**src/hdl/gcsd_pkg.sv**
```systemverilog
`default_nettype none
// ----------------------------------------------------------------------------
// gcsd_pkg: shared types and constants of the cycle-slip detector
// Sizes, operation and register codes, controller states and the
// command/status bundles between controller and datapath.
// ----------------------------------------------------------------------------
package gcsd_pkg;

	// sizing
	localparam int NUM_SATS   = 64;
	localparam int COUNT_BITS = 16;
	localparam int SAT_W      = 6;
	localparam int SAT_IDX_W  = (NUM_SATS > 1) ? $clog2(NUM_SATS) : 1;
	localparam int TIME_W     = 40;
	// signed numerator count*mean + mw, its magnitude, and the divisor count+1
	localparam int NUM_W      = COUNT_BITS + 33;
	localparam int MAG_W      = COUNT_BITS + 32;
	localparam int DEN_W      = COUNT_BITS + 1;
	localparam int ITER_W     = $clog2(MAG_W);

	localparam logic [COUNT_BITS-1:0] CNT_MAX = '1;

	// register indexes
	localparam logic [1:0] CFG_IDX_INTERVAL = 2'd0;
	localparam logic [1:0] CFG_IDX_MW_LIMIT = 2'd1;
	localparam logic [1:0] CFG_IDX_GF_LIMIT = 2'd2;

	// register reset values
	localparam logic [31:0] INTERVAL_RST = 32'd1000;
	localparam logic [30:0] MW_LIMIT_RST = 31'd65536;
	localparam logic [30:0] GF_LIMIT_RST = 31'd3277;

	typedef enum logic [1:0] {
		OP_START = 2'd0,
		OP_OBS   = 2'd1,
		OP_END   = 2'd2
	} op_t;

	typedef enum logic [3:0] {
		ST_IDLE,
		ST_DECODE,
		ST_READ,
		ST_ADD,
		ST_DIVS,
		ST_DIVW,
		ST_MEAN,
		ST_UPD,
		ST_FIN
	} state_t;

	// per-satellite history entry
	typedef struct packed {
		logic [COUNT_BITS-1:0] cnt;
		logic signed [31:0]    mean;
		logic signed [31:0]    gf;
	} ent_t;

	// controller to datapath
	typedef struct packed {
		logic cap;
		logic do_start;
		logic do_end;
		logic do_null;
		logic mem_rd;
		logic do_short;
		logic do_mul;
		logic do_add;
		logic div_start;
		logic do_mean;
		logic do_upd;
		logic load_out;
	} cmd_t;

	// datapath to controller
	typedef struct packed {
		op_t  op;
		logic sat_ok;
		logic gap;
		logic dual;
		logic div_done;
		logic out_free;
	} sts_t;

	// zero-extend a satellite slot to the table index width
	function automatic logic [SAT_IDX_W-1:0] sat_to_idx(input logic [SAT_W-1:0] s);
		logic [SAT_IDX_W+SAT_W-1:0] w;
		w = {{SAT_IDX_W{1'b0}}, s};
		return w[SAT_IDX_W-1:0];
	endfunction

endpackage
`default_nettype wire

```
**src/hdl/gcsd_ctrl.sv**
```systemverilog
`default_nettype none
// ----------------------------------------------------------------------------
// gcsd_ctrl: sequencer of the cycle-slip detector
// One item at a time: decode; for an in-range observation, table read and, if
// dual and gap-free, multiply, add, divide, mean and update; then hand-over.
// ----------------------------------------------------------------------------
module gcsd_ctrl (
	input  wire logic             clk,
	input  wire logic             arst_n,
	input  wire logic             in_valid,
	output logic                  in_stall,
	input  wire gcsd_pkg::sts_t   sts,
	output gcsd_pkg::cmd_t        cmd
);

	gcsd_pkg::state_t state_q;
	gcsd_pkg::state_t state_d;

	// state register
	always_ff @(posedge clk or negedge arst_n) begin
		if (!arst_n) begin
			state_q <= gcsd_pkg::ST_IDLE;
		end else begin
			state_q <= state_d;
		end
	end

	// next state and commands
	always_comb begin
		state_d  = state_q;
		cmd      = '0;
		in_stall = 1'b1;
		case (state_q)
			gcsd_pkg::ST_IDLE: begin
				in_stall = 1'b0;
				if (in_valid) begin
					cmd.cap = 1'b1;
					state_d = gcsd_pkg::ST_DECODE;
				end
			end
			gcsd_pkg::ST_DECODE: begin
				state_d = gcsd_pkg::ST_FIN;
				case (sts.op)
					gcsd_pkg::OP_START: cmd.do_start = 1'b1;
					gcsd_pkg::OP_END:   cmd.do_end = 1'b1;
					gcsd_pkg::OP_OBS: begin
						if (sts.sat_ok) begin
							cmd.mem_rd = 1'b1;
							state_d    = gcsd_pkg::ST_READ;
						end else begin
							cmd.do_null = 1'b1;
						end
					end
					default: cmd.do_null = 1'b1;
				endcase
			end
			gcsd_pkg::ST_READ: begin
				// gap epoch or single frequency: report history only
				if (sts.gap || !sts.dual) begin
					cmd.do_short = 1'b1;
					state_d      = gcsd_pkg::ST_FIN;
				end else begin
					cmd.do_mul = 1'b1;
					state_d    = gcsd_pkg::ST_ADD;
				end
			end
			gcsd_pkg::ST_ADD: begin
				cmd.do_add = 1'b1;
				state_d    = gcsd_pkg::ST_DIVS;
			end
			gcsd_pkg::ST_DIVS: begin
				cmd.div_start = 1'b1;
				state_d       = gcsd_pkg::ST_DIVW;
			end
			gcsd_pkg::ST_DIVW: begin
				if (sts.div_done) begin
					state_d = gcsd_pkg::ST_MEAN;
				end
			end
			gcsd_pkg::ST_MEAN: begin
				cmd.do_mean = 1'b1;
				state_d     = gcsd_pkg::ST_UPD;
			end
			gcsd_pkg::ST_UPD: begin
				cmd.do_upd = 1'b1;
				state_d    = gcsd_pkg::ST_FIN;
			end
			gcsd_pkg::ST_FIN: begin
				if (sts.out_free) begin
					cmd.load_out = 1'b1;
					state_d      = gcsd_pkg::ST_IDLE;
				end
			end
			default: state_d = gcsd_pkg::ST_IDLE;
		endcase
	end

	a_load_free: assert property (@(posedge clk) disable iff (!arst_n)
		cmd.load_out |-> sts.out_free) else $error("result loaded over a pending one");
	a_cap_decode: assert property (@(posedge clk) disable iff (!arst_n)
		cmd.cap |=> state_q == gcsd_pkg::ST_DECODE) else $error("captured item not decoded");
	a_div_wait: assert property (@(posedge clk) disable iff (!arst_n)
		cmd.div_start |=> !sts.div_done && state_q == gcsd_pkg::ST_DIVW)
		else $error("divide not awaited");

endmodule
`default_nettype wire

```
**config.mk**
```make
export PLATFORM = sky130hd
export DESIGN_NAME = gcsd_ctrl
export DESIGN_NICKNAME = d
export VERILOG_FILES = /design/src/hdl/gcsd_pkg.sv /design/src/hdl/gcsd_ctrl.sv
export SDC_FILE = /design/constraint.sdc
export NUM_CORES = 1
export LEC_CHECK = 0
export ABC_AREA = 1
export BUFFER_PORTS_ARGS = -buffer_cell sky130_fd_sc_hd__buf_2
export CAP_MARGIN = 0
export CORE_AREA = 5 5 42 44
export DETAILED_ROUTE_END_ITERATION = 10
export DIE_AREA = 0 0 47 49
export RECOVER_POWER = 50
export SLEW_MARGIN = 20
export SYNTH_ARGS = -nofsm -noshare
export SYNTH_HDL_FRONTEND = slang
export SYNTH_SLANG_ARGS = --single-unit
export TNS_END_PERCENT = 100
```
**constraint.sdc**
```tcl
create_clock -name clk -period 1.7 [get_ports clk]
set_input_delay 0 -clock clk [delete_from_list [all_inputs] [get_ports clk]]
set_output_delay 0 -clock clk [all_outputs]
set_load 0.02 [all_outputs]
```
=== After elaboration in Yosys (flattened, before gate mapping) ===
Index checks and enable logic that the tools add are counted.

* Flip-flop bits (word level): 4
* Bits of input ports: 10
* Logic and storage cells: 46

* Equality and inequality tests: 13
* Multiplexer cells: 26
* Reductions and logical operators: 6

{| class="wikitable"
|+ Operator list
! cell !! count
|-
| one-hot mux 4 bit (9 select lines) || 1
|-
| two-way mux 4 bit || 7
|-
| == test 4 x 3 -> 1 bit, second input constant || 4
|-
| two-way mux 1 bit || 16
|-
| == test 4 x 2 -> 1 bit, second input constant || 2
|-
| inequality test 2 bit, second input constant || 3
|-
| == test 4 x 1 -> 1 bit, second input constant || 1
|-
| == test 4 bit, second input constant || 1
|-
| logical NOT 4 bit || 1
|-
| AND reduction 3 bit || 1
|-
| == test 2 x 1 -> 1 bit, second input constant || 1
|-
| == test 2 bit, second input constant || 1
|-
| logical NOT 2 bit || 1
|-
| two-way mux 2 bit || 1
|-
| one-hot mux 1 bit (2 select lines) || 1
|-
| OR reduction 2 bit || 1
|-
| logical NOT 1 bit || 1
|-
| logical OR 1 bit || 1
|}

=== Logic depth before layout (Yosys ltp) ===
Gate-level depths: netlist of the first run.

* Depth after elaboration: 4
* Gate-level depth with buffers: 7
* Gate-level depth less buffers: 7

=== Worst setup path after synthesis of the first run ===
Ideal clock, no wire load.

* Path kind: reg2out
* From: register state_q[0]
* To: output port cmd[0] in the netlist's numbering
* Arrival: 1.291 ns
* Data required time: 1.700 ns
* Setup slack: 0.409 ns
* Stages on the path, launching flop included: 4
* Buffers on the path: 0
* Cell sequence: dfrtp_1 > nor2_2 > inv_2 > nor4_1

{| class="wikitable"
|+ RTL lines
! item !! line !! source
|-
| start, declared || gcsd_ctrl.sv:16 || <nowiki>gcsd_pkg::state_t state_q;</nowiki>
|-
| start signal, assigned || gcsd_ctrl.sv:22 || <nowiki>state_q <= gcsd_pkg::ST_IDLE;</nowiki>
|-
| start signal, assigned || gcsd_ctrl.sv:24 || <nowiki>state_q <= state_d;</nowiki>
|-
| end, declared || gcsd_ctrl.sv:13 || <nowiki>output gcsd_pkg::cmd_t cmd</nowiki>
|}

==> key figures, run 1 <==
Cells and area
  • Biggest regs: state_q: 4 flops
  • Commonest non-fill, non-tap cells in the layout: buf_2 (20), nor2_1 (12), inv_1 (12)
  • Register area: 100.1 sq um
  • Layout cells sized above 1: 0.3956
  • NumNets Final: 103
  • ANT cells: 0
  • Largest register FFs: 4
  • Filler cells: 165
  • Footprint of the multi-input gates: 222.7 sq um
  • Commonest non-fill, non-tap cell in the layout: buf_2
  • Reg with most FFs: state_q
  • P&R area growth vs syn: 39.62%

Worst setup path
  • Worst-path cell chain: nor2_4 > inv_1 > nor2_4 > o21ai_1 > nor2_1 > buf_2
  • CP startpoint kind: flop
  • CP Data Required Time: 1.70 ns
  • Buf/Inv on CP: 2
  • Critical path capture point type: primary output
  • Reg2Reg Setup Slack: 0.48 ns
  • Worst Path Max Fanout: 6
  • Crit-path leading delay family: flip-flops
  • Crit-path most repeated cell: nor2_4
  • Arr. time, crit path: 1.46 ns
  • WS Path Type: flop to primary output
  • Critical Path Start: state_q[3]
  • CP max-delay cell: dfrtp_1
  • Largest stage delay on the critical path: 0.43 ns
  • Reg2reg start: state_q[0]

Timing
  • Max Freq: 0.6872 GHz
  • RSZ-0062 raised after global routing: no
  • Layout Skew: 0.008220 ns
  • Final count of negative-setup-slack endpoints: 0
  • Final Hold Vio Count: 0
  • Final Max Tran Viols: 0
  • Ratio of final minimum period to clock period: 0.8559
  • Measured slew at the worst slew-check pin: 0.2772 ns
  • Max-slew headroom: 0.8145
  • Setup_tns: 0 ns
  • Period minus WS final: 1.455 ns

Route
  • DRC viols: 0
  • Drt first-iter violations: 3
  • Via/cell ratio: 4.411
  • DRT Pass-1 Iters: 2
  • Final wirelength: 1034 um
  • Routed WL per cell: 9.664 um
  • Vias post-DR: 472
  • Final ANT Viol Nets: 0

Global routing
  • Largest net degree at the start of global routing: 7
  • Total GRT Usage: 0.09470
  • First-pass GRT wire length: 1587 um
  • Grt ovf: 0
  • Vias in the first global route: 384
  • Antenna violations before repair: 0

Floorplan
  • Die Wd: 47 um
  • Core area: 1401 sq um
  • Core Rows: 14
  • Die Y-Extent: 49 um
  • Num ports: 23
  • Die area: 2303 sq um
  • Initial core utilization: 0.2795

Clocking
  • # Post-CTS Setup Buffers: 0
  • Clock buffer depth: 2
  • CTS Buf Count: 3
  • Post_cts resized: 0
  • Clock Sinks: 4
  • Clock Latency Late Sink: 0.24 ns
  • Post-CTS Hold Buffers: 1
  • TritonCTS clock tree: built
  • H-tree depth: 1
  • CTS root buffer: clkbuf_4
  • Clock slew at reported path FFs: 0.03 ns

Synthesis
  • Mapped Avg Cell Area: 6.025 sq um
  • Synth area leader: dfrtp_1
  • Post-Synthesis Cells: 65
  • Top cell type's share of synthesized area: 0.2556
  • Yosys cell types: 15
  • Area contributors post-synth: dfrtp_1 (26%), inv_1 (11%), nand2_1 (11%), nand3_1 (10%), nor2_1 (9.6%)
  • Cell area after synthesis: 391.6 sq um
  • Number of synthesized register bits: 4
  • Sequential fraction of the synthesis area: 0.2556
  • Syn_nets: 75
  • Yosys warnings: 0

Power
  • VDD IR-drop max: 947.2 uV
  • Leak pwr: 0.3459 nW
  • Pwr Density: 1286 nW/um^2
  • Total power: 0.7032 mW

Flow run
  • Max-Cap Viols: 0

Placement
  • IO buf count: 22
  • Post-DP HPWL: 873 um
  • RePlAce Congestion: 0.7545

Worst hold path
  • Worst Hold Class: input pin to flop
  • Min-delay src: sts[6]

Outcome
  • Status: finished clean
## cells in the mapped netlist
master	instances
nor2_1	10
nand4_1	1
o21bai_2	1
nand2_2	1
nor2_4	2
nor3_2	1
nand3_1	8
inv_2	6
nor3_1	1
nor2_2	5
o21ai_1	2
dfrtp_1	4
nand2_1	11
nor4_1	1
inv_1	11
## routing by layer
layer	vias up	track usage	share of wire	wire (um)
li1	256	-	-	-
met1	198	0.1244	0.45	463
met2	16	0.1335	0.44	451
met3	2	0.03690	0.10	105
met4	0	0.04147	0.013	13
met5	-	0	0	0
## logic make-up after synthesis
family | synth area share
flops | 0.2556
simple gates | 0.5272
compound gates | 0.05431
buf+inv | 0.1629
## stage by stage
step / worst slack, ns / hold slack, ns / cells / area (sq um) / utilization
final: 0.2449 / 0.09707 / 107 / 546.8 / 0.3902
after global routing: 0.1353 / 0.1091 / 107 / 546.8 / 0.3902
after CTS: 0.2458 / 0.08598 / 107 / 554.3 / 0.3955
after detailed placement: 0.4999 / -0.1915 / 103 / 521.8 / 0.3723
after global placement: 0.5297 / -0.1927 / 103 / 521.8 / 0.3723
after floorplan: 0.4095 / -0.2956 / 65 / 391.6 / -
## area by class of cell
| class | count | share of cell area |
|---|---|---|
| timing repair buffer | 23 | 0.2151 |
| tap | 16 | 0.03661 |
| clock buffer | 3 | 0.04119 |
| sequential | 4 | 0.1831 |
| inverter | 17 | 0.1167 |
| multi-input combinational | 44 | 0.4073 |
## path summary, 6_finish.rpt
kind,endpoint,cells after the start
worst max-delay path,cmd[8],6
worst min-delay path,state_q[3],3
worst max register to register,state_q[1],6
worst min register to register,state_q[3],2
max in group asynchronous,state_q[3],2
min in group asynchronous,state_q[0],2
## worst min-delay path, cell delays in order
cell     delay, ns
buf_2         0.12
o21ai_1       0.09
nand4_1       0.08
## power by group
group	switching (mW)	leakage, nW	total, mW	internal [mW]
sequential	0.0478	0.0530	0.172	0.124
combinational	0.277	0.279	0.412	0.136
clock	0.0401	0.0138	0.119	0.0790
total	0.365	0.346	0.703	0.338
Note: power is estimated with default switching activity, not from simulation.
==> run 2, diff against run 1 <==
ABC_AREA = default   (was 1)
==> run 2 against run 1 <==
Final cell count is 15% lower. Critical path depth is 2 lower. Synthesized cell count is 25% lower. Sequential share of layout area hardly changed. Wire length is 0.77% lower. Clock power is 8% lower. Power is 19% lower. Sequential power is 26% lower. Worst hold slack worse by 0.036 ns. Via count is 5.9% lower. Critical endpoint is now cmd[7]. Largest power group unchanged.
==> key figures, run 2 <==
Outcome
  • Status: finished clean

Clocking
  • Clock buffer depth: 2
  • CTS root buffer: clkbuf_4
  • Clock Latency Late Sink: 0.22 ns
  • Post_cts resized: 0
  • H-tree depth: 1
  • Clock Sinks: 4
  • Clock slew at reported path FFs: 0.04 ns
  • TritonCTS clock tree: built
  • CTS Buf Count: 3

Route
  • DRC viols: 0
  • Via/cell ratio: 4.879
  • Vias post-DR: 444
  • Final ANT Viol Nets: 0
  • Routed WL per cell: 11.27 um
  • Drt first-iter violations: 6
  • DRT Pass-1 Iters: 4
  • Final wirelength: 1026 um

Synthesis
  • Synth Flop Type: dfrtp_1
  • Synth cell count leaders: nor2_1 (5), nor2b_1 (5), dfrtp_1 (4)
  • Post-Synthesis Cells: 49
  • Mapped Avg Cell Area: 7.839 sq um
  • Yosys warnings: 0
  • Post-synth EDFFs: 0
  • Area contributors post-synth: dfrtp_1 (26%), nor2b_1 (8.1%), nor2_1 (4.9%), nor4b_1 (4.6%), nor3_1 (3.9%)
  • Top cell type's share of synthesized area: 0.2606
  • Synth area leader: dfrtp_1
  • Sequential fraction of the synthesis area: 0.2606
  • Yosys cell types: 27
  • Syn_nets: 59
  • Cell area after synthesis: 384.1 sq um
  • Number of synthesized register bits: 4
  • Ys async rst share: 1.000

Power
  • Seq pwr share: 0.223
  • Pwr Density: 1042 nW/um^2
  • Logic pwr share: 0.584
  • VDD IR-drop max: 539.4 uV
  • Clock power frac: 0.192
  • NetSw: 0.2353 mW
  • Leak pwr: 0.2761 nW
  • Cell Int Power: 0.3355 mW
  • Sw frac: 0.4122

Timing
  • Measured slew at the worst slew-check pin: 0.3421 ns
  • Final Max Tran Viols: 0
  • Max-slew headroom: 0.7687
  • Setup_tns: 0 ns
  • Max Freq: 0.6197 GHz
  • RSZ-0062 raised after global routing: no
  • Ratio of final minimum period to clock period: 0.9492
  • Setup ws final: 0.08631 ns
  • Layout Skew: 0.0001024 ns
  • Final count of negative-setup-slack endpoints: 0
  • Final Hold Vio Count: 0
  • Period minus WS final: 1.614 ns

Cells and area
  • Reg with most FFs: state_q
  • Layout Cells excl Fill: 91
  • Design Area, Final: 548.0 sq um
  • Commonest non-fill, non-tap cell in the layout: buf_2
  • P&R area growth vs syn: 42.67%
  • ANT cells: 0
  • Largest register FFs: 4
  • Biggest regs: state_q: 4 flops
  • Layout cells sized above 1: 0.3600
  • Commonest non-fill, non-tap cells in the layout: buf_2 (17), nor2b_1 (5), nor2_1 (5), clkbuf_1 (5)
  • NumNets Final: 87

Global routing
  • First-pass GRT wire length: 1780 um
  • Total GRT Usage: 0.1044
  • Antenna violations before repair: 0
  • Vias in the first global route: 414
  • Largest net degree at the start of global routing: 12
  • Grt ovf: 0

Worst setup path
  • Largest stage delay on the critical path: 0.54 ns
  • Critical Path Start: state_q[1]
  • Worst Path Max Fanout: 3
  • Reg2reg start: state_q[1]
  • Arr. time, crit path: 1.61 ns
  • Buf/Inv on CP: 2
  • CP startpoint kind: flop
  • CP Data Required Time: 1.70 ns
  • FF-to-FF path depth: 3
  • Worst-path cell chain: or4b_4 > or2_1 > inv_1 > buf_2
  • Crit-path leading delay family: simple AND/OR/NAND/NOR gates
  • WS Path Type: flop to primary output
  • WP depth: 4
  • CP max-delay cell: or4b_4
  • Critical path capture point type: primary output

Floorplan
  • Die Wd: 47 um
  • Core Rows: 14
  • Num ports: 23
  • Initial core utilization: 0.2741
  • Die Y-Extent: 49 um
  • Core area: 1401 sq um
  • Die area: 2303 sq um

Flow run
  • Max-Cap Viols: 0

Placement
  • RePlAce Congestion: 0.7517
  • Worst slack, placed: 0.2013 ns
  • Post-DP HPWL: 825.4 um
  • Placed cell area: 521.8 sq um
  • Placed Cells incl. Taps: 87
  • IO buf count: 22

Worst hold path
  • Worst Hold Class: input pin to flop
  • Min-delay src: sts[1]
  • Hold depth: 3
## run 2: cell count changes in the layout (fill, tap and decap cells not counted), sizes merged, moves of 2 or more
| cell | delta |
|---|---|
| and3 | +2 |
| clkbuf | +3 |
| inv | -15 |
| nand2 | -9 |
| nand2b | +2 |
| nand3 | -7 |
| nand3b | +2 |
| nor2 | -12 |
| nor2b | +5 |
| nor4b | +2 |
| or4b | +2 |
## run 2: worst register-to-register path: cells and delay by family, from the launching register on
family | cells | cell delay, ns
AO/OA/AOI/OAI | 1 | 0.23
flip-flops | 1 | 0.37
AND/OR/NAND/NOR | 2 | 0.81
## run 2: final timing paths
check / endpoint / slack (ns)
max in group asynchronous: state_q[3] / 1.39
max: cmd[7] / 0.09
min in group asynchronous: state_q[2] / 0.13
min: state_q[0] / 0.06
min reg2reg: state_q[1] / 0.59
max reg2reg: state_q[1] / 0.19
## run 2: routing by layer
layer	vias to the layer above	routed length, um	GRT usage	part of all wire
li1	232	-	-	-
met1	193	456	0.1394	0.44
met2	19	484	0.1493	0.47
met3	0	86	0.03690	0.084
met4	0	0	0.04147	0
met5	-	0	0	0
## run 2: power by group through the flow
stage | Combinational, mW | Sequential [mW] | Clock, mW
detailed placement | 0.337 | 0.129 | 0
floorplan | 0.246 | 0.127 | 0
CTS | 0.340 | 0.128 | 0.114
finish | 0.334 | 0.128 | 0.110
global route | 0.364 | 0.133 | 0.132
global placement | 0.335 | 0.128 | 0
## run 2: final cells by class
| cell class | count | area, sq um |
|---|---|---|
| fillers | 166 | 853.3 |
| multi-input cells | 39 | 254.0 |
| repair buffers | 27 | 143.9 |
| flip-flops and latches | 4 | 100.1 |
| clock buffers | 3 | 22.52 |
| well taps | 16 | 20.02 |
| inverters | 2 | 7.507 |
## run 2: repair_timing
item / 4_1_cts / 5_1_grt
hold buffers: 1 / 0
buffers inserted: 0 / 0
endpoints found under the hold margin: 4 / 0
## run 2: kinds of logic (layout without fill, tap and decap cells)
| kind of cell | Yosys count | count (layout) | synth area share |
|---|---|---|---|
| flops | 4 | 4 | 0.2606 |
| simple gates | 31 | 31 | 0.4919 |
| compound gates | 7 | 7 | 0.1466 |
| xor+xnor | 1 | 1 | 0.02281 |
| buf+inv | 6 | 32 | 0.07818 |
## run 2: through the flow
stage                     utilization  total power, mW  hold WS (ns)
after global placement         0.3723           0.4636       -0.1937
after floorplan                     -           0.3729       -0.2956
after global routing           0.3911           0.6292       0.05868
final                          0.3911           0.5708       0.06133
after CTS                      0.3955           0.5824       0.05364
after detailed placement       0.3723           0.4663       -0.1913
